[src/sv/dpst_pkg.sv]
// dpst_pkg: shared types and codes for the debounced press sequence trigger
// payload structs, configuration struct, event, op and register index codes
// no dependencies
package dpst_pkg;

  localparam int unsigned TimeW  = 32;
  localparam int unsigned CountW = 4;
  localparam int unsigned EventW = 3;
  localparam int unsigned CfgIdxW = 2;
  localparam int unsigned CfgDataW = 32;

  // op codes
  localparam logic OP_PRESS = 1'b0;
  localparam logic OP_POLL  = 1'b1;

  // event codes
  localparam logic [EventW-1:0] EV_NONE    = 3'd0;
  localparam logic [EventW-1:0] EV_PRESS   = 3'd1;
  localparam logic [EventW-1:0] EV_TIMEOUT = 3'd2;
  localparam logic [EventW-1:0] EV_STOPPED = 3'd3;
  localparam logic [EventW-1:0] EV_TRIGGER = 3'd4;

  // register indexes
  localparam logic [CfgIdxW-1:0] REG_CUTOFF   = 2'd0;
  localparam logic [CfgIdxW-1:0] REG_DEBOUNCE = 2'd1;
  localparam logic [CfgIdxW-1:0] REG_PRESSES  = 2'd2;

  // register reset values
  localparam logic [TimeW-1:0]  CUTOFF_RST   = 32'd3000000;
  localparam logic [CountW-1:0] DEBOUNCE_RST = 4'd2;
  localparam logic [CountW-1:0] PRESSES_RST  = 4'd3;

  typedef struct packed {
    logic              op;
    logic [TimeW-1:0]  now_time;
    logic              key_level;
    logic              button_released;
  } in_t;

  typedef struct packed {
    logic [EventW-1:0] event_res;
    logic              running;
  } out_t;

  typedef struct packed {
    logic [TimeW-1:0]  cutoff_time;
    logic [CountW-1:0] debounce_target;
    logic [CountW-1:0] press_target;
  } cfg_t;

endpackage

[src/sv/dpst_core.sv]
// dpst_core: session state registers and the single-pass update for one beat
// depends on dpst_pkg
module dpst_core (
  input  logic          clk_i,
  input  logic          rst_ni,
  input  logic          step_i,
  input  dpst_pkg::in_t  item_i,
  input  dpst_pkg::cfg_t cfg_i,
  output dpst_pkg::out_t res_o,
  output logic          active_o
);
  import dpst_pkg::*;

  logic              active_q, active_d;
  logic [TimeW-1:0]  stamp_q, stamp_d;
  logic              level_q, level_d;
  logic [CountW-1:0] count_q, count_d;
  logic [CountW-1:0] tally_q, tally_d;

  logic              start, poll;
  logic              eff_level;
  logic [CountW-1:0] eff_count, eff_tally;
  logic [CountW-1:0] count_inc, tally_inc;
  logic [TimeW-1:0]  elapsed;
  logic              timed_out;
  logic [EventW-1:0] ev;

  assign start     = (item_i.op == OP_PRESS) && !active_q;
  assign poll      = (item_i.op == OP_POLL) && active_q;
  // a new session loads its state before the same beat is evaluated
  assign eff_level = start ? item_i.key_level : level_q;
  assign eff_count = start ? cfg_i.debounce_target : count_q;
  assign eff_tally = start ? '0 : tally_q;
  assign count_inc = eff_count + CountW'(1);
  assign tally_inc = eff_tally + CountW'(1);
  assign elapsed   = item_i.now_time - stamp_q;
  assign timed_out = poll && (elapsed > cfg_i.cutoff_time);

  always_comb begin
    active_d = active_q;
    stamp_d  = start ? item_i.now_time : stamp_q;
    level_d  = eff_level;
    count_d  = eff_count;
    tally_d  = eff_tally;
    ev       = EV_NONE;
    if (start || poll) begin
      active_d = 1'b1;
      if (timed_out) begin
        active_d = 1'b0;
        ev       = (eff_tally != '0) ? EV_TIMEOUT : EV_NONE;
      end else if (item_i.button_released) begin
        active_d = 1'b0;
        ev       = (eff_tally != '0) ? EV_STOPPED : EV_NONE;
      end else if (item_i.key_level != eff_level) begin
        level_d = item_i.key_level;
        count_d = '0;
      end else if (eff_count < cfg_i.debounce_target) begin
        count_d = count_inc;
        if ((count_inc == cfg_i.debounce_target) && eff_level) begin
          tally_d = tally_inc;
          if (tally_inc != cfg_i.press_target) begin
            ev = EV_PRESS;
          end else begin
            ev       = EV_TRIGGER;
            active_d = 1'b0;
          end
        end
      end
    end
  end

  always_ff @(posedge clk_i or negedge rst_ni) begin
    if (!rst_ni) begin
      active_q <= 1'b0;
      stamp_q  <= '0;
      level_q  <= 1'b0;
      count_q  <= '0;
      tally_q  <= '0;
    end else if (step_i) begin
      active_q <= active_d;
      stamp_q  <= stamp_d;
      level_q  <= level_d;
      count_q  <= count_d;
      tally_q  <= tally_d;
    end
  end

  assign res_o.event_res = ev;
  assign res_o.running   = active_d;
  assign active_o        = active_q;

endmodule

[src/sv/debounced_press_sequence_trigger_unit.sv]
// debounced_press_sequence_trigger_unit: top level with input register, output register
// and configuration registers around the session core
// depends on dpst_pkg and dpst_core
//
//   channel  direction  handshake                payload
//   in       sink       in_valid_i / in_stall_o   in_data_i  (dpst_pkg::in_t)
//   out      source     out_valid_o / out_stall_i out_data_o (dpst_pkg::out_t)
//   cfg      sink       cfg_we_i (no wait)        cfg_index_i, cfg_data_i
//
// one beat in, one beat out; a beat is held in the input register, then passes
// into the output register, and a new beat is taken every cycle while the output
// is not stalled
// the rate is set by the combinational session update (32-bit subtract and compare)
// rst_ni clears session state, both valid flags and loads the register defaults
// out_stall_i holds the output register and the input register while out_valid_o is
// high; in_stall_o rises only when the input register is full and cannot move on
module debounced_press_sequence_trigger_unit (
  input  logic                             clk_i,
  input  logic                             rst_ni,
  input  logic                             in_valid_i,
  output logic                             in_stall_o,
  input  dpst_pkg::in_t                    in_data_i,
  output logic                             out_valid_o,
  input  logic                             out_stall_i,
  output dpst_pkg::out_t                   out_data_o,
  input  logic                             cfg_we_i,
  input  logic [dpst_pkg::CfgIdxW-1:0]     cfg_index_i,
  input  logic [dpst_pkg::CfgDataW-1:0]    cfg_data_i
);
  import dpst_pkg::*;

  // configuration registers
  cfg_t cfg_q;

  always_ff @(posedge clk_i or negedge rst_ni) begin
    if (!rst_ni) begin
      cfg_q.cutoff_time     <= CUTOFF_RST;
      cfg_q.debounce_target <= DEBOUNCE_RST;
      cfg_q.press_target    <= PRESSES_RST;
    end else if (cfg_we_i) begin
      case (cfg_index_i)
        REG_CUTOFF:   cfg_q.cutoff_time     <= cfg_data_i[TimeW-1:0];
        REG_DEBOUNCE: cfg_q.debounce_target <= cfg_data_i[CountW-1:0];
        REG_PRESSES:  cfg_q.press_target    <= cfg_data_i[CountW-1:0];
        default: ;  // unused index, write dropped
      endcase
    end
  end

  // pipeline control
  logic in_vld_q;
  in_t  in_q;
  logic out_vld_q;
  out_t out_q;
  logic adv;        // input register beat moves into the output register
  logic in_take;    // new beat captured into the input register
  out_t res;
  logic core_active;

  assign adv     = in_vld_q && (!out_vld_q || !out_stall_i);
  assign in_stall_o = in_vld_q && !adv;
  assign in_take = in_valid_i && !in_stall_o;

  always_ff @(posedge clk_i or negedge rst_ni) begin
    if (!rst_ni) begin
      in_vld_q <= 1'b0;
    end else if (in_take || adv) begin
      in_vld_q <= in_take;
    end
  end

  // payload register, no reset needed
  always_ff @(posedge clk_i) begin
    if (in_take) begin
      in_q <= in_data_i;
    end
  end

  // session update happens in the same cycle the beat leaves the input register
  dpst_core u_core (
    .clk_i    (clk_i),
    .rst_ni   (rst_ni),
    .step_i   (adv),
    .item_i   (in_q),
    .cfg_i    (cfg_q),
    .res_o    (res),
    .active_o (core_active)
  );

  always_ff @(posedge clk_i or negedge rst_ni) begin
    if (!rst_ni) begin
      out_vld_q <= 1'b0;
    end else if (adv || !out_stall_i) begin
      out_vld_q <= adv;
    end
  end

  always_ff @(posedge clk_i) begin
    if (adv) begin
      out_q <= res;
    end
  end

  assign out_valid_o = out_vld_q;
  assign out_data_o  = out_q;

  // a closing event always leaves the session stopped
  a_close_not_running: assert property (@(posedge clk_i) disable iff (!rst_ni)
    out_vld_q && (out_q.event_res == EV_TRIGGER || out_q.event_res == EV_TIMEOUT ||
                  out_q.event_res == EV_STOPPED) |-> !out_q.running)
    else $error("closing event reported with session still running");

  // a counted press keeps the session alive
  a_press_running: assert property (@(posedge clk_i) disable iff (!rst_ni)
    out_vld_q && (out_q.event_res == EV_PRESS) |-> out_q.running)
    else $error("press counted on a stopped session");

  // the running flag of a fresh result matches the core state it left behind
  a_running_state: assert property (@(posedge clk_i) disable iff (!rst_ni)
    adv |=> (out_q.running == core_active))
    else $error("reported running flag disagrees with session state");

  // a held beat in the input register is not lost
  a_in_hold: assert property (@(posedge clk_i) disable iff (!rst_ni)
    in_vld_q && !adv |=> in_vld_q && $stable(in_q))
    else $error("stalled beat dropped from input register");

endmodule
[config.mk]
export PLATFORM = sky130hd
export DESIGN_NAME = debounced_press_sequence_trigger_unit
export DESIGN_NICKNAME = d
export VERILOG_FILES = /design/src/sv/dpst_pkg.sv /design/src/sv/dpst_core.sv /design/src/sv/debounced_press_sequence_trigger_unit.sv
export SDC_FILE = /design/constraint.sdc
export NUM_CORES = 1
export LEC_CHECK = 0
export BUFFER_PORTS_ARGS = -buffer_cell sky130_fd_sc_hd__buf_2
export CAP_MARGIN = 20
export CORE_MARGIN = 1.5
export CORE_UTILIZATION = 60
export DETAILED_ROUTE_END_ITERATION = 10
export GPL_TIMING_DRIVEN = 0
export PLACE_DENSITY = 0.81
export SYNTH_ARGS = -nofsm -noshare
export SYNTH_HDL_FRONTEND = slang
export SYNTH_HIERARCHICAL = 1
export SYNTH_SLANG_ARGS = --single-unit
[constraint.sdc]
create_clock -name clk_i -period 10.3 [get_ports clk_i]
set_clock_uncertainty 0.15 [all_clocks]
set_input_delay 1.03 -clock clk_i [delete_from_list [all_inputs] [get_ports clk_i]]
set_output_delay 1.03 -clock clk_i [all_outputs]
set_load 0.01 [all_outputs]
# Word level (Yosys, flattened, before mapping)
# Index checks and enable logic that the tools add are counted.
classes:
  addsub: 3
  n_lt_le_gt_ge: 2
  n_eq_ne: 5
  mux: 33
  bitwise: 1
  n_reduce_logical: 22
op_table:
  columns: ["operator", "count"]
  rows:
  - ["2-to-1 mux 4 bit", 13]
  - ["greater-than comparator 32 bit", 1]
  - ["subtractor 32 bit", 1]
  - ["2-to-1 mux 3 bit", 6]
  - ["2-to-1 mux 1 bit", 12]
  - ["adder 4 x 1 -> 4 bit (second input constant)", 2]
  - ["AND reduction 2 bit", 4]
  - ["logical AND 1 bit", 7]
  - ["logical NOT 1 bit", 5]
  - ["== test 4 bit", 1]
  - ["logical OR 1 bit", 4]
  - ["< comparator 4 bit", 1]
  - ["2-to-1 mux 2 bit", 2]
  - ["inequality test 4 bit", 1]
  - ["nonzero test 4 bit", 1]
  - ["== test 2 x 1 -> 1 bit (second input constant)", 1]
  - ["== test 2 bit (second input constant)", 1]
  - ["logical NOT 2 bit", 1]
  - ["inequality test 1 bit", 1]
  - ["NOT 1 bit", 1]
word_totals:
  regBits: 123
  in_bits: 74

# Logic depth before layout (Yosys ltp)
logic_depth:
  ltp_word: 12
  mapped_depth: 22

# By module
# Netlist, hierarchy kept.
by_module_without_submodules:
  columns: ["module", "n_inst", "cells_per_inst", "area_each_um2", "seq_area_each_um2"]
  rows:
  - ["dpst_core", 1, 563, 4798.4, 1051.0]
  - ["debounced_press_sequence_trigger_unit", 1, 133, 2792.7, 2238.4]

# Least setup slack after synthesis
# No wires, ideal clock.
synth_timing:
  kind: "register to register"
  start: "register in_q[2] (netlist bit)"
  end: "register u_core.level_q"
  setup_time_ps: 125
  arrival_time_ps: 4246
  slack_ps: 5779
  path_stages_with_launch: 21
  path_buffers: 0
  synth_period_minus_slack_ps: 4521
  path_cell_list: "edfxtp_1 -> inv_1 -> ha_1 -> inv_1 -> fa_1 -> a211oi_1 -> o21ai_0 -> a31oi_1 -> o21bai_1 -> a21oi_1 -> o21ai_0 -> a41o_1 -> ha_1 -> nand4_1 -> or4_1 -> o21ai_1 -> nor4_1 -> o31a_4 -> nor3_4 -> o21ai_1 -> mux2_4"
synth_between:
  elab_chain_cells: 5
synth_lines:
  columns: ["item", "line_no", "rtl"]
  rows:
  - ["from (decl)", "debounced_press_sequence_trigger_unit.sv:52", "in_t in_q;"]
  - ["from (signal assigned)", "debounced_press_sequence_trigger_unit.sv:75", "in_q <= in_data_i;"]
  - ["subtractor 32 bit", "dpst_core.sv:36", "assign elapsed = item_i.now_time - stamp_q;"]
  - ["greater-than comparator 32 bit", "dpst_core.sv:37", "assign timed_out = poll && (elapsed > cfg_i.cutoff_time);"]
  - ["logical AND 1 bit", "dpst_core.sv:37", null]
  - ["2-to-1 mux 1 bit", "dpst_core.sv:48", "if (timed_out) begin"]
  - ["2-to-1 mux 1 bit", "dpst_core.sv:46", "if (start || poll) begin"]
  - ["to (signal assigned)", "dpst_core.sv:82", "level_q <= level_d;"]
  - ["to (decl)", "dpst_core.sv:16", "logic level_q, level_d;"]
# No other way between the ends.
# A chain may end at the register's enable or synchronous reset.

# Final worst setup path
layout_timing:
  start: "register in_q[2] (netlist bit)"
  end: "register u_core.count_q[1]"
layout_between:
  elab_chain_cells: 5
layout_lines:
  columns: ["item", "line_no", "rtl"]
  rows:
  - ["subtractor 32 bit", "dpst_core.sv:36", null]
  - ["greater-than comparator 32 bit", "dpst_core.sv:37", null]
  - ["logical AND 1 bit", "dpst_core.sv:37", null]
  - ["2-to-1 mux 4 bit", "dpst_core.sv:48", null]
  - ["2-to-1 mux 4 bit", "dpst_core.sv:46", null]
  - ["to (signal assigned)", "dpst_core.sv:83", "count_q <= count_d;"]
  - ["to (decl)", "dpst_core.sv:17", "logic [CountW-1:0] count_q, count_d;"]
# No other way between the ends.

==> impl_metrics.env <==
export IMPL_holdPathStages=1
export IMPL_synthesis_area_mm2=0.00759
export IMPL_post_synth_cell_area_avg_um2=10.9
export IMPL_gp_congestion=0.927
export IMPL_finalCriticalPeriod_ns=5.56
export IMPL_drv_cap=0
export IMPL_fin_setup_tns_ns=0
export IMPL_final_antenna_net_count=0
export IMPL_port_buffer_count=79
export IMPL_synth_edf_count=39
export IMPL_pin_count=80
export IMPL_required_ns=10.44
export IMPL_leakage_nw=4.11
export IMPL_worstSetupStartpointType="register"
export IMPL_clockBufferDepth=2
export IMPL_synth_seq_area_share=0.433
export IMPL_finalPower_mw=2.63
export IMPL_ir_worst_vdd_mv=0.186
export IMPL_drtIter0Drc=363
export IMPL_crit_path_max_fanout=5
export IMPL_dieHeight_um=115
export IMPL_pre_cts_ws_ns=4.94
export IMPL_cts_tree="built"
export IMPL_synth_seq_cells=123
export IMPL_synth_cell_type_count=65
export IMPL_drt_total_wl_um=16100
export IMPL_diodes=0
export IMPL_place_area_mm2=0.00823
export IMPL_cts_hold_buffers=0
export IMPL_grt_max_degree=54
export IMPL_clkTransAtPathRegs_ns=0.05
export IMPL_start_util=0.624
export IMPL_final_layout_size_suffix_gt1_frac=0.266
export IMPL_finalCritPeriodShare=0.540
export IMPL_power_density_mw_per_mm2=298
export IMPL_critPathCaptureType="register"
export IMPL_antenna_found_initial=0
export IMPL_yosysWarnings=6
export IMPL_core_mm2=0.0122
export IMPL_critPathKind="reg -> reg"
export IMPL_instances_no_fill=977
export IMPL_finalMaxSlewViolations=0
export IMPL_stdcell_area_mm2=0.00884
export IMPL_worstMarginPinSlew_ns=0.929
export IMPL_die_area_mm2=0.0133
export IMPL_cts_max_level=4
export IMPL_hold_start="in_vld_q"
export IMPL_synth_top_cell_area_share=0.234
export IMPL_root_buffer="clkbuf_16"
export IMPL_async_reset_ff_frac=0.683
export IMPL_yosysTopAreaCell="dfrtp_1"
export IMPL_postLayoutSetupSlackWorst_ns=4.74
export IMPL_drc=0
export IMPL_dp_cells=944
export IMPL_viasPerCell=5.78
export IMPL_hold_violations=0
export IMPL_cts_sinks=123
export IMPL_vias=5643
export IMPL_synthTopCellsByArea="dfrtp_1 23%, edfxtp_1 15%, ha_1 12%"
export IMPL_grt_usage=0.262
export IMPL_postSynthCellCount=696
export IMPL_grt_pass1_wl_um=26800
export IMPL_post_cts_repair_setup_buffers=0
export IMPL_num_rows=40
export IMPL_hpwl_um=11800
export IMPL_syn_num_nets=843
export IMPL_overflow=0
export IMPL_slew_headroom=0.380
export IMPL_synthFlopType="dfrtp_1"
export IMPL_setup_viol=0
export IMPL_clkLatencyLatePin_ns=0.42
export IMPL_nNetsFinal=943
export IMPL_rsz0062_at_grt="false"
export IMPL_fmax_mhz=180
export IMPL_drt_pass1_iter_count=5
export IMPL_hp_class="reg -> reg"
export IMPL_wl_per_cell_um=16.5
export IMPL_die_x_um=115
export IMPL_r2r_start="in_q[2]"
export IMPL_status="complete, no violations"
export IMPL_cts_resized=0
export IMPL_syn_to_final_growth_pct=16.5
export IMPL_fillers=851
export IMPL_arrival_ns=5.70
export IMPL_reg2regPathDepth=21
export IMPL_crit_start="in_q[2]"
export IMPL_grt_pass1_vias=5858
export IMPL_cts_buffers=17
==> power breakdown <==
group	internal [mW]	switching, mW
Combinational	0.604	0.718
Clock	0.405	0.210
Sequential	0.633	0.0660
Total	1.64	0.993
==> per-layer routing <==
metal  global-route usage  share of wire
met3               0.0696          0.053
met1                0.312           0.42
met5                    0              0
met2                0.449           0.50
met4                0.114          0.029
==> per-stage QoR <==
step                      utilization  hold WS, ns
after floorplan                     -        0.293
after global placement          0.674        0.303
after detailed placement        0.677        0.327
after CTS                       0.727        0.339
after global routing            0.727        0.354
final                           0.727        0.332
==> Yosys cell counts (all sizes together) (2+ instances only) <==
| library cell | instances |
|---|---|
| a31oi | 10 |
| buf | 7 |
| a21o | 28 |
| ha | 72 |
| or2 | 8 |
| o31ai | 3 |
| o311ai | 2 |
| mux2i | 4 |
| edfxtp | 39 |
| nand2 | 18 |
| a211oi | 2 |
| a2111oi | 3 |
| inv | 82 |
| nor3b | 3 |
| nand4 | 14 |
| nor4 | 2 |
| a32o | 2 |
| or3 | 5 |
| o211ai | 6 |
| nor2 | 30 |
| nand2b | 12 |
| o21a | 3 |
| o21ai | 29 |
| o21bai | 3 |
| a21oi | 41 |
| a41o | 2 |
| clkbuf | 10 |
| mux2 | 74 |
| dfrtp | 71 |
| a21boi | 2 |
| xor2 | 7 |
| dfstp | 13 |
| nor3 | 13 |
| nand3 | 14 |
| nor2b | 4 |
| and3 | 5 |
| or4 | 3 |
| nand3b | 4 |
| xnor2 | 31 |
| and2 | 5 |
==> cell type report <==
class	instances	area, um^2	share of cell area
multi-input cells	474	3900	0.441
flip-flops and latches	123	3290	0.372
clock buffers	24	493	0.0557
repair buffers	81	433	0.0490
inverters	82	308	0.0348
well taps	168	210	0.0238
clock inverters	8	115	0.0130
plain buffers	17	98.8	0.0112
==> sequential cells by signal, summed over array words and instances (netlist names) <==
signal,cells
cfg_q,40
out_valid_o,1
u_core/count_q,4
u_core/tally_q,4
in_vld_q,1
u_core/level_q,1
u_core/active_o,1
out_data_o,4
u_core/stamp_q,32
in_q,35
==> final timing paths <==
path	end	slack (ns)
max	u_core/count_q[1]	4.74
min reg2reg	out_valid_o	0.33
min in group asynchronous	u_core/count_q[0]	0.40
max reg2reg	u_core/count_q[1]	4.74
min	out_valid_o	0.33
max in group asynchronous	cfg_q[27]	8.93
==> cell usage in the layout, fill, tap and decap left out, types with 5 or more instances in the layout <==
cell type and count:
nand3_1 14, nor3_1 10, a31oi_1 9, nand2b_1 12
o21ai_1 12, dfrtp_1 71, and3_1 5, clkbuf_16 18
nand2_1 18, inv_1 81, dfstp_2 13, or3_1 5
xor2_1 7, xnor2_1 31, a21oi_1 41, edfxtp_1 39
o21ai_0 17, clkinv_2 5, o211ai_1 6, ha_1 72
nor2_1 30, mux2_2 70, buf_2 79, nand4_1 14
clkbuf_1 14, a21o_1 28
==> cells by family after synthesis <==
| group | share of synthesized area |
|---|---|
| AND/OR/NAND/NOR | 0.105 |
| XOR/XNOR | 0.0468 |
| flip-flops | 0.433 |
| adder cells (fa/ha/maj) | 0.121 |
| multiplexers | 0.117 |
| buffers and inverters | 0.0536 |
| AO/OA/AOI/OAI | 0.123 |
==> critical path, cell delays in order (launching register included) <==
cell,delay (ns)
edfxtp_1,0.36
inv_1,0.11
ha_1,0.19
inv_1,0.06
fa_1,0.43
a211oi_1,0.36
o21ai_0,0.23
nand3_1,0.19
a21oi_1,0.13
o311ai_1,0.45
nand2_1,0.15
or4_1,0.44
nand4_1,0.11
ha_1,0.15
nand4_1,0.17
or4_1,0.56
o21ai_1,0.21
nor4_1,0.10
o31a_4,0.16
or3_1,0.42
o21ai_1,0.19
a31oi_1,0.11
(Power assumes the default switching activity.)
